`src/rtl/hdp_pkg.sv`:
```
// ----------------------------------------------------------------------------
// hdp_pkg
// Types, constants and name tables shared by the HTTP date parser modules.
// ----------------------------------------------------------------------------
package hdp_pkg;

  localparam int unsigned NUM_OPS   = 24;
  localparam int unsigned PH_W      = 5;
  localparam int unsigned NUM_DAYS  = 14;
  localparam int unsigned NUM_MONS  = 12;
  localparam logic [16:0] NUM_SAT   = 17'h1FFFF;

  localparam logic [7:0]  CH_COLON  = 8'h3A;
  localparam logic [7:0]  CH_COMMA  = 8'h2C;
  localparam logic [7:0]  CH_DASH   = 8'h2D;
  localparam logic [7:0]  CH_SPACE  = 8'h20;
  localparam logic [7:0]  CH_TAB    = 8'h09;

  localparam logic [1:0]  FMT_RFC1123 = 2'd0;
  localparam logic [1:0]  FMT_RFC850  = 2'd1;
  localparam logic [1:0]  FMT_ASCTIME = 2'd2;

  localparam logic [7:0]  D_DAY  = 8'd0;
  localparam logic [7:0]  D_YEAR = 8'd1;
  localparam logic [7:0]  D_Y850 = 8'd2;
  localparam logic [7:0]  D_HOUR = 8'd3;
  localparam logic [7:0]  D_MIN  = 8'd4;
  localparam logic [7:0]  D_SEC  = 8'd5;

  typedef enum logic [2:0] {
    K_END, K_BLANKS, K_SKIP, K_CHAR, K_NUM, K_MONTH, K_GMT
  } op_kind_e;

  typedef struct packed {
    op_kind_e   kind;
    logic [7:0] arg;
  } op_t;

  // parsed fields of one complete string, handed to the epoch unit
  typedef struct packed {
    logic        err;
    logic [1:0]  fmt;
    logic [13:0] year;
    logic [3:0]  month;
    logic [4:0]  day;
    logic [16:0] sod;
  } date_rec_t;

  function automatic op_t mk(op_kind_e k, logic [7:0] a);
    op_t o;
    o.kind = k;
    o.arg  = a;
    return o;
  endfunction

  function automatic op_t op_rfc1123(logic [4:0] i);
    op_t o;
    case (i)
      5'd1:    o = mk(K_NUM, D_DAY);
      5'd3:    o = mk(K_MONTH, 8'd0);
      5'd5:    o = mk(K_NUM, D_YEAR);
      5'd7:    o = mk(K_NUM, D_HOUR);
      5'd9:    o = mk(K_CHAR, CH_COLON);
      5'd11:   o = mk(K_NUM, D_MIN);
      5'd13:   o = mk(K_CHAR, CH_COLON);
      5'd15:   o = mk(K_NUM, D_SEC);
      5'd17:   o = mk(K_GMT, 8'd0);
      5'd0, 5'd2, 5'd4, 5'd6, 5'd8, 5'd10, 5'd12, 5'd14, 5'd16:
               o = mk(K_BLANKS, 8'd0);
      default: o = mk(K_END, 8'd0);
    endcase
    return o;
  endfunction

  function automatic op_t op_rfc850(logic [4:0] i);
    op_t o;
    case (i)
      5'd1:    o = mk(K_CHAR, CH_COMMA);
      5'd3:    o = mk(K_NUM, D_DAY);
      5'd4:    o = mk(K_CHAR, CH_DASH);
      5'd5:    o = mk(K_MONTH, 8'd0);
      5'd6:    o = mk(K_CHAR, CH_DASH);
      5'd7:    o = mk(K_NUM, D_Y850);
      5'd9:    o = mk(K_NUM, D_HOUR);
      5'd11:   o = mk(K_CHAR, CH_COLON);
      5'd13:   o = mk(K_NUM, D_MIN);
      5'd15:   o = mk(K_CHAR, CH_COLON);
      5'd17:   o = mk(K_NUM, D_SEC);
      5'd19:   o = mk(K_GMT, 8'd0);
      5'd0, 5'd2, 5'd8, 5'd10, 5'd12, 5'd14, 5'd16, 5'd18:
               o = mk(K_BLANKS, 8'd0);
      default: o = mk(K_END, 8'd0);
    endcase
    return o;
  endfunction

  function automatic op_t op_asctime(logic [4:0] i);
    op_t o;
    case (i)
      5'd1:    o = mk(K_MONTH, 8'd0);
      5'd2:    o = mk(K_SKIP, 8'd0);
      5'd4:    o = mk(K_NUM, D_DAY);
      5'd5:    o = mk(K_SKIP, 8'd0);
      5'd7:    o = mk(K_NUM, D_HOUR);
      5'd9:    o = mk(K_CHAR, CH_COLON);
      5'd11:   o = mk(K_NUM, D_MIN);
      5'd13:   o = mk(K_CHAR, CH_COLON);
      5'd15:   o = mk(K_NUM, D_SEC);
      5'd16:   o = mk(K_SKIP, 8'd0);
      5'd18:   o = mk(K_NUM, D_YEAR);
      5'd0, 5'd3, 5'd6, 5'd8, 5'd10, 5'd12, 5'd14, 5'd17:
               o = mk(K_BLANKS, 8'd0);
      default: o = mk(K_END, 8'd0);
    endcase
    return o;
  endfunction

  // operation at a phase; phase zero is the weekday name
  function automatic op_t cur_op(logic [PH_W-1:0] ph, logic [1:0] fmt);
    op_t        o;
    logic [4:0] idx;
    idx = ph - 5'd1;
    if (ph == '0 || ph > PH_W'(NUM_OPS)) begin
      o = mk(K_END, 8'd0);
    end else begin
      case (fmt)
        FMT_RFC1123: o = op_rfc1123(idx);
        FMT_RFC850:  o = op_rfc850(idx);
        FMT_ASCTIME: o = op_asctime(idx);
        default:     o = mk(K_END, 8'd0);
      endcase
    end
    return o;
  endfunction

  function automatic logic [PH_W-1:0] adv(logic [PH_W-1:0] ph);
    return (ph < PH_W'(NUM_OPS)) ? ph + PH_W'(1) : ph;
  endfunction

  function automatic logic [3:0] day_len(logic [3:0] i);
    logic [3:0] l;
    case (i)
      4'd5:                   l = 4'd7;
      4'd7:                   l = 4'd9;
      4'd9, 4'd13:            l = 4'd8;
      4'd1, 4'd3, 4'd11:      l = 4'd6;
      default:                l = 4'd3;
    endcase
    return l;
  endfunction

  function automatic logic [7:0] day_char(logic [3:0] i, logic [3:0] n);
    logic [79:0] nm;
    case (i)
      4'd0:    nm = "sun       ";
      4'd1:    nm = "sunday    ";
      4'd2:    nm = "mon       ";
      4'd3:    nm = "monday    ";
      4'd4:    nm = "tue       ";
      4'd5:    nm = "tuesday   ";
      4'd6:    nm = "wed       ";
      4'd7:    nm = "wednesday ";
      4'd8:    nm = "thu       ";
      4'd9:    nm = "thursday  ";
      4'd10:   nm = "fri       ";
      4'd11:   nm = "friday    ";
      4'd12:   nm = "sat       ";
      default: nm = "saturday  ";
    endcase
    return (n > 4'd9) ? 8'd0 : nm[7'd79 - {n, 3'b000} -: 8];
  endfunction

  function automatic logic [7:0] mon_char(logic [3:0] i, logic [1:0] n);
    logic [23:0] nm;
    case (i)
      4'd0:    nm = "jan";
      4'd1:    nm = "feb";
      4'd2:    nm = "mar";
      4'd3:    nm = "apr";
      4'd4:    nm = "may";
      4'd5:    nm = "jun";
      4'd6:    nm = "jul";
      4'd7:    nm = "aug";
      4'd8:    nm = "sep";
      4'd9:    nm = "oct";
      4'd10:   nm = "nov";
      default: nm = "dec";
    endcase
    return (n == 2'd3) ? 8'd0 : nm[5'd23 - {n, 3'b000} -: 8];
  endfunction

  function automatic logic [7:0] gmt_char(logic [1:0] n);
    logic [23:0] nm;
    nm = "gmt";
    return (n == 2'd3) ? 8'd0 : nm[5'd23 - {n, 3'b000} -: 8];
  endfunction

endpackage

```
`src/rtl/hdp_epoch.sv`:
```
// ----------------------------------------------------------------------------
// hdp_epoch
// Six-stage pipeline turning a parsed date into Unix epoch seconds; the last
// stage is the result register.
// ----------------------------------------------------------------------------
module hdp_epoch import hdp_pkg::*; (
  input  logic               clk_i,
  input  logic               rst_ni,
  input  logic               rec_valid_i,
  input  date_rec_t          rec_i,
  output logic               rec_pop_o,
  output logic               empty_o,
  input  logic               pop_i,
  output logic signed [38:0] epoch_seconds_o,
  output logic               parse_error_o,
  output logic [1:0]         date_format_o
);

  // days before the first of each month, counting from march
  function automatic logic [8:0] cum_days(logic [3:0] mp);
    logic [8:0] d;
    case (mp)
      4'd0:    d = 9'd0;
      4'd1:    d = 9'd31;
      4'd2:    d = 9'd61;
      4'd3:    d = 9'd92;
      4'd4:    d = 9'd122;
      4'd5:    d = 9'd153;
      4'd6:    d = 9'd184;
      4'd7:    d = 9'd214;
      4'd8:    d = 9'd245;
      4'd9:    d = 9'd275;
      4'd10:   d = 9'd306;
      default: d = 9'd337;
    endcase
    return d;
  endfunction

  logic [5:0] v_q;
  logic       en;

  logic        err_q [5];
  logic [1:0]  fmt_q [5];
  logic [16:0] sod_q [5];

  logic [13:0]        yy1_q, yy2_q;
  logic [8:0]         doy1_q, doy2_q, doy3_q;
  logic [26:0]        eprod_q;
  logic [4:0]         era3_q, era4_q;
  logic [8:0]         yoe3_q;
  logic [17:0]        doe4_q;
  logic signed [22:0] days5_q;

  logic signed [38:0] secs_q;
  logic               perr_q;
  logic [1:0]         pfmt_q;

  logic [3:0]         mp;
  logic [4:0]         era;
  logic signed [38:0] days_ext;

  assign en        = !v_q[5] || pop_i;
  assign rec_pop_o = en && rec_valid_i;
  assign mp        = (rec_i.month >= 4'd3) ? rec_i.month - 4'd3 : rec_i.month + 4'd9;
  assign era       = eprod_q[25:21];
  assign days_ext  = 39'(days5_q);

  always_ff @(posedge clk_i or negedge rst_ni) begin
    if (!rst_ni) begin
      v_q <= '0;
    end else if (en) begin
      v_q <= {v_q[4:0], rec_valid_i};
    end
  end

  always_ff @(posedge clk_i) begin
    if (en) begin
      err_q[0] <= rec_i.err;
      fmt_q[0] <= rec_i.fmt;
      sod_q[0] <= rec_i.sod;
      for (int i = 1; i < 5; i++) begin
        err_q[i] <= err_q[i-1];
        fmt_q[i] <= fmt_q[i-1];
        sod_q[i] <= sod_q[i-1];
      end
      // march-based year shifted by one era so it stays positive
      yy1_q   <= rec_i.year + 14'd400 - {13'b0, rec_i.month <= 4'd2};
      doy1_q  <= cum_days(mp) + {4'b0, rec_i.day} - 9'd1;
      // division by 400 as reciprocal multiply
      eprod_q <= {13'b0, yy1_q} * 27'd5243;
      yy2_q   <= yy1_q;
      doy2_q  <= doy1_q;
      era3_q  <= era;
      yoe3_q  <= 9'(yy2_q - {9'b0, era} * 14'd400);
      doy3_q  <= doy2_q;
      era4_q  <= era3_q;
      doe4_q  <= {9'b0, yoe3_q} * 18'd365 + {11'b0, yoe3_q[8:2]}
                 - 18'(({9'b0, yoe3_q} * 18'd41) >> 12) + {9'b0, doy3_q};
      days5_q <= 23'({18'b0, era4_q} * 23'd146097) + {5'b0, doe4_q} - 23'd865565;
      secs_q  <= err_q[4] ? '0 : days_ext * 39'sd86400 + $signed({22'b0, sod_q[4]});
      perr_q  <= err_q[4];
      pfmt_q  <= fmt_q[4];
    end
  end

  assign empty_o         = !v_q[5];
  assign epoch_seconds_o = secs_q;
  assign parse_error_o   = perr_q;
  assign date_format_o   = pfmt_q;

  a_err_zero: assert property (@(posedge clk_i) disable iff (!rst_ni)
    v_q[5] && parse_error_o |-> epoch_seconds_o == '0)
    else $error("rejected string carries nonzero seconds");

  a_fmt_code: assert property (@(posedge clk_i) disable iff (!rst_ni)
    v_q[5] |-> date_format_o != 2'd3)
    else $error("unknown format code on result");

  a_take_enters: assert property (@(posedge clk_i) disable iff (!rst_ni)
    rec_pop_o |=> v_q[0])
    else $error("record taken from queue but not in pipeline");

endmodule

```
`config.mk`:
```
export PLATFORM = sky130hd
export DESIGN_NAME = hdp_epoch
export DESIGN_NICKNAME = d
export VERILOG_FILES = /design/src/rtl/hdp_pkg.sv /design/src/rtl/hdp_epoch.sv
export SDC_FILE = /design/constraint.sdc
export NUM_CORES = 1
export LEC_CHECK = 0
export CAP_MARGIN = 25
export CORE_ASPECT_RATIO = 1.5
export CORE_MARGIN = 8
export CORE_UTILIZATION = 60
export DETAILED_ROUTE_END_ITERATION = 8
export DONT_BUFFER_PORTS = 1
export MAX_ROUTING_LAYER = met4
export PLACE_DENSITY_LB_ADDON = 0.15
export SLEW_MARGIN = 20
export SYNTH_ARGS = -nofsm -noshare
export SYNTH_HDL_FRONTEND = slang
export SYNTH_SLANG_ARGS = --single-unit
```
`constraint.sdc`:
```
create_clock -name clk_i -period 22.6 [get_ports clk_i]
set_input_delay 6.78 -clock clk_i [delete_from_list [all_inputs] [get_ports clk_i]]
set_output_delay 6.78 -clock clk_i [all_outputs]
set_load 0.02 [all_outputs]
```
==> flow_summary.toml, run 1 <==
[run_status]
status = "finished, final reports clean"

[timing]
hold_slack_ns = 0.417
rsz0062_at_grt = "no"
fmax_ghz = 0.0693
period_needed_ns = 14.44
hold_violations = 0
finalCritPeriodShare_pct = 63.9
relSlewSlack_pct = 37.6
setup-tns-final_ns = 0
setup_viol = 0
final-max-slew-violation-count = 0
worstMarginPinSlew_ns = 0.936
skew_ns = 0.0148

[critical_path]
path_class = "in2out"
worstPathCellList = "nand2b_4 -> and2_1"
cp-start-kind = "input port"
reg2reg_from = "yoe3_q[3]"
cp-end-kind = "output port"
crit_arrival_ns = 7.66
path_buf_inv = 0
timing.critical_path.from = "pop_i"
cp_data_required_time_ns = 15.82
cp_slowest_cell = "nand2b_4"
cp_max_fo = 52
path_delay_family = "simple AND/OR/NAND/NOR gates"
max_stage_delay_ns = 0.52

[synth]
synth_cell_types = 75
synthXorXnorAreaFrac_pct = 4.82
yosys_warnings = 0
syn-num-nets = 2668
synth_fa_ha_area_share_pct = 38.3
synth-edff-count = 257
avgSynthCellArea_um2 = 11.3
synthCells = 2038
syn_area_mm2 = 0.0231
async_flop_share_pct = 2.28
synth-seq-area-share_pct = 34.1
synth.area.mux_share_pct = 0.672
synth_top_family_by_area = "adder cells"
synthSimpleGateAreaFrac_pct = 6.50
synth-seq-cells = 263
synth_compound_area_share_pct = 7.40
synth-main-ff-cell = "edfxtp_1"

[global_route]
track_usage_pct = 18.5
grt_pass1_vias = 14900
grt_use_met3_pct = 1.87
use_met2_pct = 37.6
top_usage_layer = "met2"
grt-ovfl-total = 0
grt.met1_usage_pct = 16.9
grt_first_pass_wirelength_mm = 67.1
grt_start_max_net_pins = 79
antenna_found_initial = 1

[route]
drc = 0
routed_via_density = 5.39
antenna_left = 0
wl_per_cell_um = 15.4
drt_wl_total_mm = 39.7
first_pass_iters = 5
first_iter_violations = 511
vias = 13800

[cts]
postCtsSetupRepairBufs = 0
cts_root_buf = "clkbuf_16"
cts_repair_resize_count = 0
htree_levels = 1
cts_tree = "built"
ctsLongestPathBuffers = 3
clk_latency_ns = 0.55
clkTransAtPathRegs_ns = 0.06
cts_buffers = 26
cts.sinks = 263
cts_hold_buffers = 0

[die]
dieArea_mm2 = 0.0452
core_area_mm2 = 0.0382
rows = 88
start_util_pct = 60.5
fp.dieW_um = 176
die_h_um = 256
pin_count = 91

[place]
gp_congestion = 0.888
port_buffers = 0
dp_hpwl_mm = 33.2
dpl.cell_count = 2524

[layout]
stdcell_count = 2571
final_common_cell = "inv_1"
syn_to_final_growth_pct = 6.57
drive_gt1_share_pct = 3.61
utilization_pct = 64.4
final_nets = 2687
layout_common_cells = "494 x inv_1, 376 x ha_1, 257 x edfxtp_1"

[run]
drv_cap = 0

[min_path]
worstHoldStart = "sod_q[0][31]"
min_path_type = "reg2reg"
layout make-up:
class	count	area [µm²]
inverters	494	1850
fillers	2932	13600
repair buffers	4	30.0
well taps	495	619
clock inverters	14	235
clock buffers	32	673
diodes	1	2.50
multi-input cells	1268	13300
flip-flops and latches	263	7870
per-stage QoR:
stage | setup slack [ns] | cell area (µm²)
finish | 8.16 | 24600
global route | 8.08 | 24600
CTS | 8.13 | 24600
detailed placement | 8.13 | 23700
global placement | 8.15 | 23700
floorplan | 0.994 | 23100
Yosys cell counts, types with 8 or more instances:
master | count | area (µm²)
inv_1 | 494 | 1850
ha_1 | 376 | 4700
edfxtp_1 | 257 | 7720
fa_1 | 207 | 4140
nor2_1 | 83 | 312
xnor2_1 | 83 | 727
a21oi_1 | 67 | 335
nand2_1 | 60 | 225
xor2_1 | 44 | 385
a21o_1 | 37 | 278
o21ai_0 | 36 | 180
nor3_1 | 30 | 150
nor2b_1 | 21 | 131
nand2b_1 | 20 | 125
nand3_1 | 20 | 100
clkbuf_1 | 12 | 45.0
o21a_1 | 12 | 90.1
o21bai_1 | 11 | 82.6
a211oi_1 | 10 | 75.1
and2_1 | 9 | 56.3
o211ai_1 | 9 | 67.6
or3_1 | 9 | 56.3
mux2_2 | 8 | 90.1
logic make-up after synthesis:
kind of cell,Yosys count
flip-flops,263
XOR/XNOR,127
buffers and inverters,507
AO/OA/AOI/OAI,250
multiplexers,14
adder cells (fa/ha/maj),583
AND/OR/NAND/NOR,294
flip-flops by register name, summed over array words and instances, names as in the netlist, 6 cells and up:
| name | count |
|---|---|
| doy2_q | 9 |
| yy2_q | 9 |
| yy1_q | 14 |
| sod_q | 85 |
| v_q | 6 |
| yoe3_q | 9 |
| fmt_q | 10 |
| days5_q | 23 |
| doe4_q | 18 |
| doy1_q | 9 |
| epoch_seconds_o | 39 |
| doy3_q | 9 |
final timing paths:
path                                end  slack [ns]  cells past startpoint
hold / removal             sod_q[0][48]        0.42                      0
setup reg to reg             doe4_q[16]       14.68                     35
min in group asynchronous        v_q[4]        5.91                      0
max in group asynchronous        v_q[1]       16.62                      0
setup / recovery              rec_pop_o        8.16                      2
hold reg to reg            sod_q[0][48]        0.42                      0
layer usage:
| layer | vias up | part of all wire (%) |
|---|---|---|
| met5 | - | 0 |
| met4 | 0 | 3.7 |
| met3 | 89 | 2.6 |
| met2 | 202 | 59 |
| met1 | 6763 | 35 |
| li1 | 6792 | - |
Power of run 1 is not shown: default switching activity piles up to over one toggle a cycle in this logic, so the estimate is an artifact.
==> inputs of run 2 (changes only) <==
clock period = 11.9 ns   (was 22.6 ns; I/O delays follow)
==> flow_summary.toml, run 2 (synthesized netlist as in run 1, its figures left out) <==
[min_path]
min_path_type = "reg2reg"
worstHoldStart = "fmt_q[2][1]"
min_to = "fmt_q[3][1]"
worstHoldPathCells = 0

[place]
port_buffers = 0
dpl.cell_count = 2524
dp_hpwl_mm = 33.2
gp_congestion = 0.904

[cts]
cts_tree = "built"
clk_latency_ns = 0.56
postCtsSetupRepairBufs = 0
cts_hold_buffers = 0
ctsLongestPathBuffers = 3
cts_root_buf = "clkbuf_16"
cts_repair_resize_count = 0
cts.sinks = 263
clkTransAtPathRegs_ns = 0.06
cts_buffers = 27
htree_levels = 1

[route]
wl_per_cell_um = 15.4
routed_via_density = 5.35
first_iter_violations = 483
vias = 13800
drc = 0
drt_wl_total_mm = 39.7
antenna_left = 0
first_pass_iters = 4

[layout]
stdcell_count = 2575
num_antenna_cells = 0
layout_common_cells = "494 x inv_1, 376 x ha_1, 257 x edfxtp_1"
largest_reg_flops = 85
max_flop_register = "sod_q"
final_common_cell = "inv_1"
final_nets = 2689
syn_to_final_growth_pct = 6.64
drive_gt1_share_pct = 3.89
utilization_pct = 64.5

[timing]
setup-tns-final_ns = 0
rsz0062_at_grt = "no"
finalCritPeriodShare_pct = 68.5
setup_viol = 0
hold_violations = 0
worstMarginPinSlew_ns = 0.838
hold_slack_ns = 0.413
relSlewSlack_pct = 44.1
fmax_ghz = 0.123
period_needed_ns = 8.15
final-max-slew-violation-count = 0
skew_ns = 0.00955

[critical_path]
r2r_cells = 35
cp_slowest_cell = "nand2b_4"
worst-path-stages = 2
cp-start-kind = "input port"
reg2reg_from = "yoe3_q[3]"
cp-end-kind = "output port"
crit_arrival_ns = 4.58
path_class = "in2out"
path_buf_inv = 0
r2r_end = "doe4_q[16]"
worstPathCellList = "nand2b_4 -> and2_1"
max_stage_delay_ns = 0.66
path_delay_family = "simple AND/OR/NAND/NOR gates"
r2r_slack_ns = 4.06
cp_data_required_time_ns = 8.33
cp_max_fo = 65

[global_route]
track_usage_pct = 18.7
grt-ovfl-total = 0
grt_start_max_net_pins = 85
grt_first_pass_wirelength_mm = 68.2
grt_pass1_vias = 15000
antenna_found_initial = 0

[die]
rows = 88
core_area_mm2 = 0.0382
fp.dieW_um = 176
start_util_pct = 60.5
dieArea_mm2 = 0.0452
pin_count = 91
die_h_um = 256

[run_status]
status = "finished, final reports clean"

[run]
drv_cap = 0
-- run 2: cell count changes in the layout (fill, tap and decap cells not counted), sizes merged --
cell	before	now
buf	4	5
bufinv	5	2
clkbuf	32	33
clkinv	6	9
diode	1	0
inv	495	498
-- run 2: worst max-delay path by stage --
stage	endpoint	startpoint
floorplan	rec_pop_o	pop_i
global placement	rec_pop_o	pop_i
detailed placement	rec_pop_o	pop_i
CTS	rec_pop_o	pop_i
global route	doe4_q[16]	yoe3_q[3]
finish	rec_pop_o	pop_i
-- run 2: metrics by stage --
step / setup WS [ns] / instance area [µm²]
global placement: 3.75 / 23700
CTS: 3.72 / 24600
detailed placement: 3.72 / 23700
finish: 3.75 / 24600
global route: 3.38 / 24600
floorplan: 0.835 / 23100
-- run 2: cell type report --
class | count | area, µm²
clock inverters | 17 | 181
well taps | 495 | 619
inverters | 494 | 1850
repair buffers | 5 | 57.6
flip-flops and latches | 263 | 7870
clock buffers | 33 | 718
multi-input cells | 1268 | 13300
fillers | 2943 | 13600
-- run 2: layer usage --
metal,global-route usage [%],up-vias,share of wire (%)
met3,1.97,83,2.7
li1,-,6808,-
met1,17.9,6709,35
met2,37.4,174,59
met4,6.66,0,3.3
met5,-,-,0
-- run 2: worst reg2reg max path, delay by kind of cell (launching register included) --
| kind | cells | cell delay (ns) |
|---|---|---|
| AOI/OAI and AO/OA | 14 | 2.79 |
| xor gates and xnor gates | 1 | 0.17 |
| adders and majority gates | 10 | 3.30 |
| buffers and inverters | 5 | 0.26 |
| DFF | 1 | 0.60 |
| and+or+nand+nor | 5 | 0.51 |
Power of run 2 is left out for the same reason.
==> inputs of run 3 (changes only) <==
ABC_AREA = 1   (was not set)
clock period = 6.95 ns   (was 11.9 ns; I/O delays follow)
==> flow_summary.toml, run 3 <==
[layout]
drive_gt1_share_pct = 5.31
layout_common_cells = "647 x inv_1, 387 x nand2_1, 376 x ha_1"
syn_to_final_growth_pct = 6.44
final_nets = 3192
final_common_cell = "inv_1"
max_flop_register = "sod_q"
stdcell_count = 3087
largest_reg_flops = 85
num_antenna_cells = 0

[synth]
synthCells = 2528
synth-edff-count = 257
synth-seq-area-share_pct = 32.2
yosysTopAreaCell = "edfxtp_1"
yosys_warnings = 0
syn_area_mm2 = 0.0244
syn-num-nets = 3158
synth-seq-cells = 263
synth_cell_types = 43
synth-main-ff-cell = "edfxtp_1"
netlist_top_cells_area = "edfxtp_1 32%, ha_1 19%, fa_1 17%, inv_1 10%, nand2_1 6.0%"
async_flop_share_pct = 2.28
avgSynthCellArea_um2 = 9.65
synth_common_cells = "649 x inv_1, 387 x nand2_1, 376 x ha_1"
post-synth-top-count-cell = "inv_1"
yosysTopAreaCellShare_pct = 31.6

[route]
drc = 0
wl_per_cell_um = 16.1
drt_wl_total_mm = 49.7
vias = 16300
antenna_left = 0
first_pass_iters = 6
first_iter_violations = 501
routed_via_density = 5.27

[min_path]
min_path_type = "reg2reg"

[run]
drv_cap = 0

[cts]
cts_tree = "built"
cts.sinks = 263
cts_repair_resize_count = 0
ctsLongestPathBuffers = 3
clkTransAtPathRegs_ns = 0.06
cts_hold_buffers = 0
postCtsSetupRepairBufs = 0
htree_levels = 1
cts_root_buf = "clkbuf_16"
clk_latency_ns = 0.56
cts_buffers = 25

[place]
port_buffers = 0
gp_congestion = 0.950
dp_hpwl_mm = 42.8
dpl.cell_count = 3041
pre_cts_ws_ns = 0.523

[timing]
hold_violations = 0
skew_ns = 0.0234
finalCritPeriodShare_pct = 92.2
rsz0062_at_grt = "no"
period_needed_ns = 6.41
hold_slack_ns = 0.406
relSlewSlack_pct = 35.4
final-max-slew-violation-count = 0
setup_viol = 0
worstMarginPinSlew_ns = 0.968
fin_ws_ns = 0.539
fmax_ghz = 0.156

[critical_path]
cp_slowest_cell = "edfxtp_1"
cp_max_fo = 8
path_class = "reg2reg"
crit_top_cell = "ha_1"
max_stage_delay_ns = 0.56
crit_arrival_ns = 6.70
cp-start-kind = "flop"
cp_data_required_time_ns = 7.24
cp-end-kind = "flop"

[die]
dieArea_mm2 = 0.0475
core_area_mm2 = 0.0402
pin_count = 91
fp.dieW_um = 181
die_h_um = 263
rows = 90
start_util_pct = 60.7

[global_route]
track_usage_pct = 22.0
grt_start_max_net_pins = 190
grt_first_pass_wirelength_mm = 82.0
grt_pass1_vias = 17800
grt-ovfl-total = 0
antenna_found_initial = 0

[run_status]
status = "finished, final reports clean"
## run 3: cell count changes in the layout (fill, tap and decap cells not counted), sizes merged, moves of 32 or more
cell | previous run | this run
nor2 | 83 | 135
a21oi | 67 | 122
inv | 498 | 670
nand2 | 61 | 420
xnor2 | 83 | 35
a21o | 37 | 5
nand3 | 20 | 74
## run 3: final timing paths
| path | from | to | slack, ns | depth (start not counted) |
|---|---|---|---|---|
| max | yoe3_q[0] | doe4_q[16] | 0.54 | 28 |
| min | doy1_q[4] | doy2_q[4] | 0.41 | 0 |
| max reg2reg | yoe3_q[0] | doe4_q[16] | 0.54 | 28 |
| min reg2reg | doy1_q[4] | doy2_q[4] | 0.41 | 0 |
| max in group asynchronous | rst_ni | v_q[0] | 5.65 | 0 |
| min in group asynchronous | rst_ni | v_q[2] | 1.23 | 0 |
## run 3: layer usage
layer  vias up  part of all wire (%)  GRT usage (%)
li1       8084                     -              -
met1      7764                    32           18.1
met2       265                    59           45.2
met3       170                   1.9           1.85
met4         0                   7.0           13.6
met5         -                     0              -
## run 3: cell families after synthesis
family	count (synthesis)	share of synthesized area [%]
buffers and inverters	671	10.3
xor gates and xnor gates	96	3.44
and+or+nand+nor	677	12.3
adders and majority gates	583	36.3
AOI/OAI and AO/OA	238	5.44
DFF	263	32.2
## run 3: area by class of cell
| cell class | instances | area, µm² |
|---|---|---|
| Timing Repair Buffer | 11 | 95.1 |
| Clock buffer | 32 | 672 |
| Inverter | 667 | 2510 |
| Tap cell | 506 | 633 |
| Fill cell | 3320 | 14200 |
| Clock inverter | 14 | 178 |
| Multi-Input combinational cell | 1594 | 14000 |
| Sequential cell | 263 | 7870 |
## run 3: stage by stage
stage / cell area [µm²] / TNS (ns) / util [%]
final: 26000 / 0 / 64.6
after global routing: 26000 / 0 / 64.6
after CTS: 26000 / 0 / 64.6
after detailed placement: 25100 / 0 / 62.5
after global placement: 25100 / 0 / 62.5
after floorplan: 24400 / -1.25 / -
## run 3: worst max-delay path: cells and delay by family, from the launching register on
family | cells | cell delay, ns
fa+ha+maj | 10 | 3.25
compound gates | 7 | 1.45
flops | 1 | 0.56
buf+inv | 6 | 0.44
xor+xnor | 2 | 0.25
simple gates | 3 | 0.22
Power of run 3 is left out for the same reason.
