**src/rtl/hdp_pkg.sv**
```systemverilog
// ----------------------------------------------------------------------------
// hdp_pkg
// Types, constants and name tables shared by the HTTP date parser modules.
// ----------------------------------------------------------------------------
package hdp_pkg;

  localparam int unsigned NUM_OPS   = 24;
  localparam int unsigned PH_W      = 5;
  localparam int unsigned NUM_DAYS  = 14;
  localparam int unsigned NUM_MONS  = 12;
  localparam logic [16:0] NUM_SAT   = 17'h1FFFF;

  localparam logic [7:0]  CH_COLON  = 8'h3A;
  localparam logic [7:0]  CH_COMMA  = 8'h2C;
  localparam logic [7:0]  CH_DASH   = 8'h2D;
  localparam logic [7:0]  CH_SPACE  = 8'h20;
  localparam logic [7:0]  CH_TAB    = 8'h09;

  localparam logic [1:0]  FMT_RFC1123 = 2'd0;
  localparam logic [1:0]  FMT_RFC850  = 2'd1;
  localparam logic [1:0]  FMT_ASCTIME = 2'd2;

  localparam logic [7:0]  D_DAY  = 8'd0;
  localparam logic [7:0]  D_YEAR = 8'd1;
  localparam logic [7:0]  D_Y850 = 8'd2;
  localparam logic [7:0]  D_HOUR = 8'd3;
  localparam logic [7:0]  D_MIN  = 8'd4;
  localparam logic [7:0]  D_SEC  = 8'd5;

  typedef enum logic [2:0] {
    K_END, K_BLANKS, K_SKIP, K_CHAR, K_NUM, K_MONTH, K_GMT
  } op_kind_e;

  typedef struct packed {
    op_kind_e   kind;
    logic [7:0] arg;
  } op_t;

  // parsed fields of one complete string, handed to the epoch unit
  typedef struct packed {
    logic        err;
    logic [1:0]  fmt;
    logic [13:0] year;
    logic [3:0]  month;
    logic [4:0]  day;
    logic [16:0] sod;
  } date_rec_t;

  function automatic op_t mk(op_kind_e k, logic [7:0] a);
    op_t o;
    o.kind = k;
    o.arg  = a;
    return o;
  endfunction

  function automatic op_t op_rfc1123(logic [4:0] i);
    op_t o;
    case (i)
      5'd1:    o = mk(K_NUM, D_DAY);
      5'd3:    o = mk(K_MONTH, 8'd0);
      5'd5:    o = mk(K_NUM, D_YEAR);
      5'd7:    o = mk(K_NUM, D_HOUR);
      5'd9:    o = mk(K_CHAR, CH_COLON);
      5'd11:   o = mk(K_NUM, D_MIN);
      5'd13:   o = mk(K_CHAR, CH_COLON);
      5'd15:   o = mk(K_NUM, D_SEC);
      5'd17:   o = mk(K_GMT, 8'd0);
      5'd0, 5'd2, 5'd4, 5'd6, 5'd8, 5'd10, 5'd12, 5'd14, 5'd16:
               o = mk(K_BLANKS, 8'd0);
      default: o = mk(K_END, 8'd0);
    endcase
    return o;
  endfunction

  function automatic op_t op_rfc850(logic [4:0] i);
    op_t o;
    case (i)
      5'd1:    o = mk(K_CHAR, CH_COMMA);
      5'd3:    o = mk(K_NUM, D_DAY);
      5'd4:    o = mk(K_CHAR, CH_DASH);
      5'd5:    o = mk(K_MONTH, 8'd0);
      5'd6:    o = mk(K_CHAR, CH_DASH);
      5'd7:    o = mk(K_NUM, D_Y850);
      5'd9:    o = mk(K_NUM, D_HOUR);
      5'd11:   o = mk(K_CHAR, CH_COLON);
      5'd13:   o = mk(K_NUM, D_MIN);
      5'd15:   o = mk(K_CHAR, CH_COLON);
      5'd17:   o = mk(K_NUM, D_SEC);
      5'd19:   o = mk(K_GMT, 8'd0);
      5'd0, 5'd2, 5'd8, 5'd10, 5'd12, 5'd14, 5'd16, 5'd18:
               o = mk(K_BLANKS, 8'd0);
      default: o = mk(K_END, 8'd0);
    endcase
    return o;
  endfunction

  function automatic op_t op_asctime(logic [4:0] i);
    op_t o;
    case (i)
      5'd1:    o = mk(K_MONTH, 8'd0);
      5'd2:    o = mk(K_SKIP, 8'd0);
      5'd4:    o = mk(K_NUM, D_DAY);
      5'd5:    o = mk(K_SKIP, 8'd0);
      5'd7:    o = mk(K_NUM, D_HOUR);
      5'd9:    o = mk(K_CHAR, CH_COLON);
      5'd11:   o = mk(K_NUM, D_MIN);
      5'd13:   o = mk(K_CHAR, CH_COLON);
      5'd15:   o = mk(K_NUM, D_SEC);
      5'd16:   o = mk(K_SKIP, 8'd0);
      5'd18:   o = mk(K_NUM, D_YEAR);
      5'd0, 5'd3, 5'd6, 5'd8, 5'd10, 5'd12, 5'd14, 5'd17:
               o = mk(K_BLANKS, 8'd0);
      default: o = mk(K_END, 8'd0);
    endcase
    return o;
  endfunction

  // operation at a phase; phase zero is the weekday name
  function automatic op_t cur_op(logic [PH_W-1:0] ph, logic [1:0] fmt);
    op_t        o;
    logic [4:0] idx;
    idx = ph - 5'd1;
    if (ph == '0 || ph > PH_W'(NUM_OPS)) begin
      o = mk(K_END, 8'd0);
    end else begin
      case (fmt)
        FMT_RFC1123: o = op_rfc1123(idx);
        FMT_RFC850:  o = op_rfc850(idx);
        FMT_ASCTIME: o = op_asctime(idx);
        default:     o = mk(K_END, 8'd0);
      endcase
    end
    return o;
  endfunction

  function automatic logic [PH_W-1:0] adv(logic [PH_W-1:0] ph);
    return (ph < PH_W'(NUM_OPS)) ? ph + PH_W'(1) : ph;
  endfunction

  function automatic logic [3:0] day_len(logic [3:0] i);
    logic [3:0] l;
    case (i)
      4'd5:                   l = 4'd7;
      4'd7:                   l = 4'd9;
      4'd9, 4'd13:            l = 4'd8;
      4'd1, 4'd3, 4'd11:      l = 4'd6;
      default:                l = 4'd3;
    endcase
    return l;
  endfunction

  function automatic logic [7:0] day_char(logic [3:0] i, logic [3:0] n);
    logic [79:0] nm;
    case (i)
      4'd0:    nm = "sun       ";
      4'd1:    nm = "sunday    ";
      4'd2:    nm = "mon       ";
      4'd3:    nm = "monday    ";
      4'd4:    nm = "tue       ";
      4'd5:    nm = "tuesday   ";
      4'd6:    nm = "wed       ";
      4'd7:    nm = "wednesday ";
      4'd8:    nm = "thu       ";
      4'd9:    nm = "thursday  ";
      4'd10:   nm = "fri       ";
      4'd11:   nm = "friday    ";
      4'd12:   nm = "sat       ";
      default: nm = "saturday  ";
    endcase
    return (n > 4'd9) ? 8'd0 : nm[7'd79 - {n, 3'b000} -: 8];
  endfunction

  function automatic logic [7:0] mon_char(logic [3:0] i, logic [1:0] n);
    logic [23:0] nm;
    case (i)
      4'd0:    nm = "jan";
      4'd1:    nm = "feb";
      4'd2:    nm = "mar";
      4'd3:    nm = "apr";
      4'd4:    nm = "may";
      4'd5:    nm = "jun";
      4'd6:    nm = "jul";
      4'd7:    nm = "aug";
      4'd8:    nm = "sep";
      4'd9:    nm = "oct";
      4'd10:   nm = "nov";
      default: nm = "dec";
    endcase
    return (n == 2'd3) ? 8'd0 : nm[5'd23 - {n, 3'b000} -: 8];
  endfunction

  function automatic logic [7:0] gmt_char(logic [1:0] n);
    logic [23:0] nm;
    nm = "gmt";
    return (n == 2'd3) ? 8'd0 : nm[5'd23 - {n, 3'b000} -: 8];
  endfunction

endpackage

```
**src/rtl/hdp_queue.sv**
```systemverilog
// ----------------------------------------------------------------------------
// hdp_queue
// Two-entry queue of parsed records between parser and epoch unit.
// ----------------------------------------------------------------------------
module hdp_queue import hdp_pkg::*; (
  input  logic      clk_i,
  input  logic      rst_ni,
  input  logic      push_i,
  input  date_rec_t data_i,
  output logic      full_o,
  input  logic      pop_i,
  output date_rec_t data_o,
  output logic      empty_o
);

  date_rec_t  mem_q [2];
  logic       wptr_q, rptr_q;
  logic [1:0] cnt_q;
  logic       do_push, do_pop;

  assign full_o  = cnt_q == 2'd2;
  assign empty_o = cnt_q == 2'd0;
  assign do_push = push_i && !full_o;
  assign do_pop  = pop_i && !empty_o;
  assign data_o  = mem_q[rptr_q];

  always_ff @(posedge clk_i) begin
    if (do_push) mem_q[wptr_q] <= data_i;
  end

  always_ff @(posedge clk_i or negedge rst_ni) begin
    if (!rst_ni) begin
      wptr_q <= 1'b0;
      rptr_q <= 1'b0;
      cnt_q  <= '0;
    end else begin
      if (do_push) wptr_q <= ~wptr_q;
      if (do_pop)  rptr_q <= ~rptr_q;
      cnt_q <= cnt_q + {1'b0, do_push} - {1'b0, do_pop};
    end
  end

endmodule

```
**config.mk**
```make
export PLATFORM = sky130hd
export DESIGN_NAME = hdp_queue
export DESIGN_NICKNAME = d
export VERILOG_FILES = /design/src/rtl/hdp_pkg.sv /design/src/rtl/hdp_queue.sv
export SDC_FILE = /design/constraint.sdc
export NUM_CORES = 1
export LEC_CHECK = 0
export BUFFER_PORTS_ARGS = -buffer_cell sky130_fd_sc_hd__buf_2
export CORE_ASPECT_RATIO = 0.5
export CORE_MARGIN = 2
export CORE_UTILIZATION = 56
export CTS_CLUSTER_DIAMETER = 80
export DETAILED_ROUTE_END_ITERATION = 12
export PLACE_DENSITY = 0.84
export SYNTH_ARGS = -nofsm -noshare
export SYNTH_HDL_FRONTEND = slang
export SYNTH_SLANG_ARGS = --single-unit
```
**constraint.sdc**
```tcl
create_clock -name clk_i -period 7.5 [get_ports clk_i]
set_input_delay 0.75 -clock clk_i [delete_from_list [all_inputs] [get_ports clk_i]]
set_output_delay 0.75 -clock clk_i [all_outputs]
set_load 0.005 [all_outputs]
```
==> summary.md, run 1 <==
| Metric | Value |
|---|---|
| Number of hold buffers added after CTS | `0` |
| Share of cells above drive strength 1 | `0.591` |
| Post-synthesis average cell area | `23.1 µm²` |
| Pwr/cell area | `376 mW/mm²` |
| Core Area | `0.00606 mm²` |
| CP Launch Type | `flip-flop` |
| Die W | `116 µm` |
| Routed wire length | `5.17 mm` |
| CP Data Arrival Time | `1950 ps` |
| Final setup TNS | `0 ps` |
| Postcts setup bufs | `0` |
| Syn_nets | `201` |
| Drt drc | `0` |
| WHS | `215 ps` |
| Final Hold Viols | `0` |
| Tmin final | `2700 ps` |
| Unrepaired setup endpoints after global routing | `false` |
| Fmax | `0.370 GHz` |
| Overall power | `1600 µW` |
| First drt pass iteration count | `4` |
| Worst Tran Pin Value | `1190 ps` |
| Hold Path Class | `in2async` |
| Crit Path Category | `reg2out` |
| Register area share after synthesis | `0.765` |
| P_leak | `0.00172 µW` |
| Clock buffer count from CTS | `9` |
| Final setup fails | `0` |
| Port Buf Inserts | `91` |
| Worst-Skew Late Latency | `330 ps` |
| First-pass GRT wire length | `8.02 mm` |
| Longest Clk Path Bufs | `2` |
| Clock Skew | `6.02 ps` |
| Run status | `complete, no violations` |
| Post-Syn Area | `0.00350 mm²` |
| CP Capture Type | `output port` |
| CTS tree | `done` |
| Final #Nets | `299` |
| DIE AREA | `0.00695 mm²` |
| Commonest non-fill, non-tap cell in the layout | `buf_2` |
| Syn-to-layout area delta | `21.2%` |
| Die Y | `59.9 µm` |
| Final Core Density | `0.702` |
| Post-Syn Instances | `152` |
| Seq cells post-synth | `90` |
| Reg2reg start | `cnt_q[1]$_DFF_PN0_` |
| WP data required | `6750 ps` |
| Gr usage total | `0.165` |
| Tcrit/Tclk final | `0.360` |
| Via count | `1618` |
| Max-slew violation count | `0` |
| Clock sinks | `90` |
| Number of nets with antenna violations after routing | `0` |
| Yosys cell types | `15` |
| Setup crit start | `rptr_q$_DFFE_PN0P_` |
| DP HPWL | `3.45 mm` |
| Vias in the first global route | `1653` |
| CTS root buf | `clkbuf_16` |
| CTS resizes | `0` |
| I/O Pins | `92` |
| Synthesis warning total | `0` |
| Initial antenna violation count | `0` |
| Placer Congestion | `0.677` |
| Wire length per cell | `15.1 µm` |
| Grt total ovfl | `0` |
| Slew headroom | `0.203` |
| Clock-pin slew on the worst setup and hold paths | `60 ps` |
| Vias per inst | `4.73` |
| First DRT Iteration DRCs | `69` |
| Most frequent cells in the layout | `buf_2, edfxtp_1, mux2_4` |
| Starting Density | `0.579` |
| H-tree levels | `3` |
| Maxcap violations | `0` |
| Cell Rows | `20` |
| Pin count of the biggest net entering global routing | `44` |
| Worst vdd ir | `0.000229 V` |
| Crit Path Max Fanout | `38` |
| Diodes inserted | `0` |
-- final timing paths --
check | to | slack (ps) | cells after the start
max | data_o[42] | 4800 | 3
min | cnt_q[0]$_DFF_PN0_ | 210 | 1
max reg2reg | mem_q[0][21]$_DFFE_PP_ | 5500 | 3
min reg2reg | cnt_q[1]$_DFF_PN0_ | 500 | 1
max in group asynchronous | rptr_q$_DFFE_PN0P_ | 7150 | 1
min in group clk_i | cnt_q[1]$_DFF_PN0_ | 500 | 1
-- cell usage after synthesis --
library cell  count  share of area
dfrtp_1           4          0.029
mux2_4           39           0.17
xor2_1            1         0.0025
mux2_2            4          0.013
ha_1              2         0.0071
buf_12            4          0.023
and3_1            1         0.0018
nand2_1           1         0.0011
edfxtp_1         86           0.74
inv_1             2         0.0021
nand2b_1          1         0.0018
nor2_1            2         0.0021
nor2b_2           1         0.0025
xnor2_1           3         0.0075
buf_6             1         0.0032
-- sequential cells by signal, indices dropped and copies added (netlist names) --
name / count
mem_q: 86
cnt_q: 2
wptr_q: 1
rptr_q: 1
-- layout make-up --
cell class,instances,area (µm²)
Inverter,2,7.51
Multi-Input combinational cell,55,732
Fill cell,398,1810
Timing Repair Buffer,92,463
Sequential cell,90,2680
Clock buffer,11,233
Tap cell,88,110
Clock inverter,4,20.0
-- power by group --
part           switching (µW)  internal (µW)  total, µW
sequential               41.9            693        735
combinational             214            269        483
clock                     160            219        380
-- stage by stage --
| step | setup slack (ps) | instance area (µm²) | std cells |
|---|---|---|---|
| 2_1_floorplan | 4400 | 3500 | 152 |
| 3_3_place_gp | 5170 | 4000 | 327 |
| 3_5_place_dp | 5120 | 4000 | 327 |
| 4_1_cts | 4760 | 4250 | 342 |
| 5_1_grt | 4690 | 4250 | 342 |
| 6_report | 4800 | 4250 | 342 |
-- cell families after synthesis --
kind of cell	share of synthesized area
multiplexers	0.180
flip-flops	0.765
buffers and inverters	0.0282
XOR/XNOR	0.0100
AND/OR/NAND/NOR	0.00928
adder cells (fa/ha/maj)	0.00714
-- critical path, cell delays in order (launching register included) --
cell,delay [ps]
dfrtp_2,480
buf_4,580
mux2_2,410
buf_2,130
-- layer usage --
| layer | part of all wire | global-route usage | up-vias |
|---|---|---|---|
| met4 | 0.015 | 0.0918 | 0 |
| met2 | 0.56 | 0.286 | 42 |
| met1 | 0.38 | 0.187 | 785 |
| li1 | - | - | 786 |
| met5 | 0 | 0 | - |
| met3 | 0.047 | 0.0548 | 5 |
Power figures use the tool's default switching activity.
==> run 2: changes to the inputs <==
Settings changed: CORE_UTILIZATION 56 to 47, PLACE_DENSITY 0.84 to 0.75.
Clock period 7.5 ns to 2.3 ns, I/O delays scaled along.
==> run 2 against run 1 <==
First-iteration DRC count shrank 23%. Register-to-register slack worse by 4800 ps. Cell area increased by 1.4%. Combinational power rose to 3.4 times the previous value. Sequential share of layout area fell by 0.90 points. Non-clock buffer count is 5 higher. Setup slack worse by 4300 ps. Worst hold slack lost 120 ps. Critical path type unchanged. Highest routed layer unchanged.
==> summary.md, run 2 (synthesis results as in run 1) <==
| Metric | Value |
|---|---|
| Wire length per cell | `15.5 µm (+2.1%)` |
| Worst vdd ir | `0.000772 V (+240%)` |
| Pin count of the biggest net entering global routing | `42 (-4.5%)` |
| Biggest register | `mem_q` |
| Worst Tran Pin Value | `323 ps (-870 ps)` |
| Largest register FFs | `86 (unchanged)` |
| Initial antenna violation count | `0 (unchanged)` |
| Longest Clk Path Bufs | `2 (unchanged)` |
| Max-slew violation count | `0 (unchanged)` |
| Internal power | `3890 µW (+230%)` |
| Post-route setup slack | `483 ps (-4320 ps)` |
| Cell Rows | `22 (+10%)` |
| Tmin final | `1820 ps` |
| Switching share of power | `0.260 (about the same)` |
| Share of cells above drive strength 1 | `0.598 (+0.00790)` |
| Crit Path Max Fanout | `41 (+7.9%)` |
| Final Hold Viols | `0 (unchanged)` |
| Via count | `1680 (+3.8%)` |
| CTS tree | `done` |
| CTS resizes | `0 (unchanged)` |
| Place WS | `703 ps (-4420 ps)` |
| Commonest non-fill, non-tap cell in the layout | `buf_2` |
| CP Data Arrival Time | `1590 ps (-360 ps)` |
| CP Capture Type | `output port` |
| First drt pass iteration count | `4 (unchanged)` |
| Drt drc | `0 (unchanged)` |
| Largest registers | `mem_q (86), cnt_q (2)` |
| Pwr/cell area | `1220 mW/mm² (+220%)` |
| Final setup fails | `0 (unchanged)` |
| Die W | `126 µm (+8.8%)` |
| H-tree levels | `3 (unchanged)` |
| DIE AREA | `0.00821 mm² (+18%)` |
| Vias per inst | `4.73 (about the same)` |
| Clock Skew | `2.37 ps (-3.65 ps)` |
| Syn-to-layout area delta | `23.0%` |
| Vias in the first global route | `1773 (+7.3%)` |
| First-pass GRT wire length | `8.52 mm (+6.2%)` |
| Routed wire length | `5.49 mm (+6.0%)` |
| CTS root buf | `clkbuf_16` |
| I/O Pins | `92 (unchanged)` |
| Slew headroom | `0.785 (+0.582)` |
| Run status | `complete, no violations` |
| Clock buffer count from CTS | `9 (unchanged)` |
| Port Buf Inserts | `91 (unchanged)` |
| Die Y | `65.1 µm (+8.5%)` |
| Final setup TNS | `0 ps (unchanged)` |
| Clock sinks | `90 (unchanged)` |
| Most frequent cells in the layout | `buf_2, edfxtp_1, mux2_4` |
| Starting Density | `0.482 (-0.0965)` |
| Diodes inserted | `0 (unchanged)` |
| Placer Congestion | `0.672 (-0.72%)` |
| Number of nets with antenna violations after routing | `0 (unchanged)` |
| First DRT Iteration DRCs | `53 (-23%)` |
| Maxcap violations | `0 (unchanged)` |
| Worst-Skew Late Latency | `320 ps (about the same)` |
| CP Launch Type | `flip-flop` |
| Unrepaired setup endpoints after global routing | `false` |
| Tcrit/Tclk final | `0.790` |
| DP HPWL | `3.82 mm (+11%)` |
| Crit Path Category | `reg2out` |
| Core Area | `0.00727 mm² (+20%)` |
| Register share of total power | `0.453 (-0.007)` |
| Final #Nets | `304 (+1.7%)` |
| Hold Path Class | `in2reg` |
| Comb pwr share | `0.316 (+0.014)` |
| Switch Pwr | `1370 µW (+230%)` |
| Fmax | `0.550 GHz` |
| Gr usage total | `0.140 (-0.0251)` |
| Grt total ovfl | `0 (unchanged)` |
| WP data required | `2070 ps (-4680 ps)` |
| P_leak | `0.00176 µW (+2.1%)` |
| Clock-pin slew on the worst setup and hold paths | `60 ps (about the same)` |
| Clock power share | `0.232 (-0.006)` |
-- run 2: routing by layer --
| layer | vias to the layer above | wire [µm] | track usage |
|---|---|---|---|
| li1 | 797 | - | - |
| met1 | 832 | 2090 | 0.150 |
| met2 | 45 | 3070 | 0.263 |
| met3 | 6 | 282 | 0.0512 |
| met4 | 0 | 43 | 0.0453 |
| met5 | - | 0 | 0 |
-- run 2: power by group through the flow --
stage	sequential, µW	combinational [µW]	clock, µW
after floorplan	2370	1260	0
after global placement	2380	1650	0
after detailed placement	2420	1690	0
after CTS	2380	1700	1270
after global routing	2420	1810	1340
final	2380	1660	1220
-- run 2: area by class of cell --
type | count | area (µm²)
repair buffers | 97 | 515
well taps | 96 | 120
clock buffers | 10 | 229
multi-input cells | 55 | 732
inverters | 2 | 7.51
clock inverters | 5 | 22.5
flip-flops and latches | 90 | 2680
fillers | 588 | 2960
-- run 2: path summary, 6_finish.rpt --
check,slack [ps],startpoint,cells past startpoint,end
max,480,rptr_q$_DFFE_PN0P_,3,data_o[2]
min,100,data_i[25],1,mem_q[1][25]$_DFFE_PP_
max reg2reg,700,cnt_q[0]$_DFF_PN0_,7,cnt_q[1]$_DFF_PN0_
min reg2reg,510,cnt_q[1]$_DFF_PN0_,1,cnt_q[1]$_DFF_PN0_
max in group asynchronous,1910,rst_ni,2,rptr_q$_DFFE_PN0P_
min in group asynchronous,260,rst_ni,2,cnt_q[0]$_DFF_PN0_
-- run 2: critical path, cell delays in order, from the launching register on --
cell,delay [ps]
dfrtp_2,430
buf_12,290
mux2_2,370
buf_2,120
-- run 2: what timing repair did --
action,CTS,global route
endpoints found under the setup margin,0,0
hold buffers,1,0
buffers inserted,0,0
endpoints found under the hold margin,4,0
-- run 2: metrics by stage --
stage | std cells | power [µW] | cell area [µm²] | utilization | hold slack [ps]
5_1_grt | 355 | 5560 | 4310 | 0.593 | 76.3
2_1_floorplan | 152 | 3620 | 3510 | - | -65.6
3_5_place_dp | 339 | 4110 | 4050 | 0.557 | 42.1
6_report | 355 | 5260 | 4310 | 0.593 | 95.9
3_3_place_gp | 339 | 4040 | 4050 | 0.557 | 35.5
4_1_cts | 355 | 5350 | 4310 | 0.593 | 76.9
==> run 3: changes to the inputs <==
Clock period 2.3 ns to 1.5 ns, I/O delays scaled along.
==> run 3 against run 2 <==
The run now ends with negative setup slack left. Critical path type unchanged. Non-clock buffer count up 31. Register-to-register slack worse by 670 ps. First-iteration DRC count up 79%. Via count is 7.1% higher. Power is 81% higher. Setup slack worse by 580 ps. Final cell count is 9.0% higher. Combinational power is 120% higher.
==> summary.md, run 3 (synthesis results as in run 1) <==
| Metric | Value |
|---|---|
| Die W | `126 µm (unchanged)` |
| Final #Nets | `335 (+10%)` |
| DP Area | `0.00413 mm² (+2.0%)` |
| Switching share of power | `0.261 (+0.00145)` |
| First-pass GRT wire length | `9.65 mm (+13%)` |
| Most Used Layer, Global Route | `met2` |
| Buf+Inv Stages, Crit Path | `2 (unchanged)` |
| Core Area | `0.00727 mm² (unchanged)` |
| Register share of total power | `0.387 (-0.066)` |
| Final Core Density | `0.691 (+0.0976)` |
| H-tree levels | `3 (unchanged)` |
| CP Capture Type | `output port` |
| Crit-path cells | `buf_12 > mux2_2 > buf_2` |
| Gr usage total | `0.163 (+0.0225)` |
| Pin count of the biggest net entering global routing | `24 (-43%)` |
| Clock buffer count from CTS | `9 (unchanged)` |
| Drt drc | `0 (unchanged)` |
| Hold worst-path end | `mem_q[0][29]$_DFFE_PP_` |
| Pwr/cell area | `1890 mW/mm² (+55%)` |
| Share of cells above drive strength 1 | `0.584 (-0.0143)` |
| Via count | `1800 (+7.1%)` |
| Finished layout cell area | `0.00502 mm² (+16%)` |
| Capture point of the worst reg-to-reg path | `cnt_q[1]$_DFF_PN0_` |
| DIE AREA | `0.00821 mm² (unchanged)` |
| Met3 GRT Util | `0.0603 (+0.00908)` |
| Most frequent cells in the layout | `edfxtp_1, buf_2, mux2_4` |
| Final Hold Viols | `0 (unchanged)` |
| Syn-to-layout area delta | `43.2%` |
| CP max stage delay | `410 ps (-20 ps)` |
| Worst path depth | `3 (unchanged)` |
| Port Buf Inserts | `91 (unchanged)` |
| Max-slew violation count | `0 (unchanged)` |
| Internal power | `7020 µW (+80%)` |
| Biggest register | `mem_q` |
| Crit Path Max Fanout | `23 (-44%)` |
| Largest registers | `mem_q (86), cnt_q (2)` |
| Reg2reg path depth | `7 (unchanged)` |
| CP Data Arrival Time | `1450 ps (-140 ps)` |
| Hold Path Class | `in2reg` |
| Starting Density | `0.482 (unchanged)` |
| WP data required | `1350 ps (-720 ps)` |
| Top delay family on crit path | `flip-flops` |
| Post-route setup slack | `-96.2 ps (-579 ps)` |
| Fmax | `0.626 GHz` |
| Run status | `finished with violations` |
| Wire length per cell | `17.1 µm (+11%)` |
| Final setup TNS | `-2470 ps (-2470 ps)` |
| Setup slack, reg-to-reg | `30 ps (-670 ps)` |
| Tcrit/Tclk final | `1.06` |
| P_leak | `0.00203 µW (+15%)` |
| CTS tree | `done` |
| Final setup fails | `43 (+43)` |
| Failing checks | `negative setup slack` |
| Clock sinks | `90 (unchanged)` |
| Crit Path Category | `reg2out` |
| Vias per inst | `4.65 (-1.7%)` |
| Die Y | `65.1 µm (unchanged)` |
| Clock-pin slew on the worst setup and hold paths | `60 ps (about the same)` |
| DP HPWL | `3.98 mm (+4.2%)` |
| Hold Path Origin | `data_i[29]` |
| I/O Pins | `92 (unchanged)` |
| Cell Rows | `22 (unchanged)` |
| Maxcap violations | `0 (unchanged)` |
| CP max stage cell | `dfrtp_2` |
| Slew headroom | `0.877 (+0.0926)` |
| Met1 Use GR | `0.173 (+0.0235)` |
| Diodes inserted | `0 (unchanged)` |
| Unrepaired setup endpoints after global routing | `true` |
| Longest Clk Path Bufs | `2 (unchanged)` |
| First DRT Iteration DRCs | `95 (+79%)` |
| Commonest non-fill, non-tap cell in the layout | `edfxtp_1` |
| Tmin final | `1600 ps` |
| Worst-Skew Late Latency | `340 ps (+20 ps)` |
| Worst vdd ir | `0.00113 V (+47%)` |
| Vias in the first global route | `1885 (+6.3%)` |
| WHS | `13.0 ps (-82.8 ps)` |
| Reg2reg start | `cnt_q[1]$_DFF_PN0_` |
| Met2 Use GR | `0.296 (+0.0336)` |
| Switch Pwr | `2480 µW (+82%)` |
| CP Launch Type | `flip-flop` |
| Worst Tran Pin Value | `183 ps (-140 ps)` |
| Initial antenna violation count | `0 (unchanged)` |
| Comb pwr share | `0.387 (+0.071)` |
| Clock power share | `0.226 (-0.006)` |
| Fill cell count | `473 (-20%)` |
| CTS root buf | `clkbuf_16` |
| Routed wire length | `6.61 mm (+21%)` |
| First drt pass iteration count | `4 (unchanged)` |
| Clock Skew | `6.40 ps (+4.03 ps)` |
| Largest register FFs | `86 (unchanged)` |
| Placer Congestion | `0.704 (+4.8%)` |
| Number of nets with antenna violations after routing | `0 (unchanged)` |
| Grt total ovfl | `0 (unchanged)` |
| Hold depth | `1 (unchanged)` |
-- run 3: cell count changes in the layout (fill, tap and decap cells not counted), moves of 5 or more --
cell           before  now
dlygate4sd3_1       1   27
buf_6               0   40
buf_2              91   51
buf_12              1    6
-- run 3: layout make-up --
type / instances / area [µm²] / share of cell area
Timing Repair Buffer: 128 / 1130 / 0.224
Multi-Input combinational cell: 55 / 795 / 0.158
Inverter: 2 / 7.51 / 0.00150
Tap cell: 96 / 120 / 0.0239
Clock inverter: 6 / 57.6 / 0.0115
Sequential cell: 90 / 2690 / 0.535
Clock buffer: 10 / 229 / 0.0456
-- run 3: worst max-delay path by stage --
stage	startpoint	end
finish	rptr_q$_DFFE_PN0P_	data_o[42]
global route	rptr_q$_DFFE_PN0P_	data_o[42]
CTS	rptr_q$_DFFE_PN0P_	data_o[42]
detailed placement	cnt_q[1]$_DFF_PN0_	cnt_q[1]$_DFF_PN0_
global placement	cnt_q[1]$_DFF_PN0_	cnt_q[1]$_DFF_PN0_
floorplan	cnt_q[1]$_DFF_PN0_	mem_q[0][0]$_DFFE_PP_
-- run 3: routing by layer --
metal  share of wire  vias to the layer above
met5               0                        -
met4           0.011                        0
met3           0.047                        5
met2            0.57                       39
met1            0.38                      892
li1                -                      864
-- run 3: metrics by stage --
step	setup slack (ps)	total power (µW)	cells
2_1_floorplan	-165	5560	152
3_3_place_gp	43.1	6380	341
3_5_place_dp	-38.6	6490	341
4_1_cts	-125	9330	384
5_1_grt	-154	9910	387
6_report	-96.2	9500	387
-- run 3: repair_timing --
action,4_1_cts,5_1_grt
setup endpoints to repair,44,44
pin swaps,3,4
hold buffers,25,2
resized for setup,38,14
setup buffers,2,1
endpoints found under the hold margin,51,4
-- run 3: power by group through the flow --
| stage | combinational, µW | sequential (µW) | clock [µW] |
|---|---|---|---|
| finish | 3680 | 3670 | 2150 |
| floorplan | 1940 | 3620 | 0 |
| global placement | 2740 | 3640 | 0 |
| global route | 3890 | 3730 | 2290 |
| CTS | 3490 | 3660 | 2180 |
| detailed placement | 2790 | 3690 | 0 |
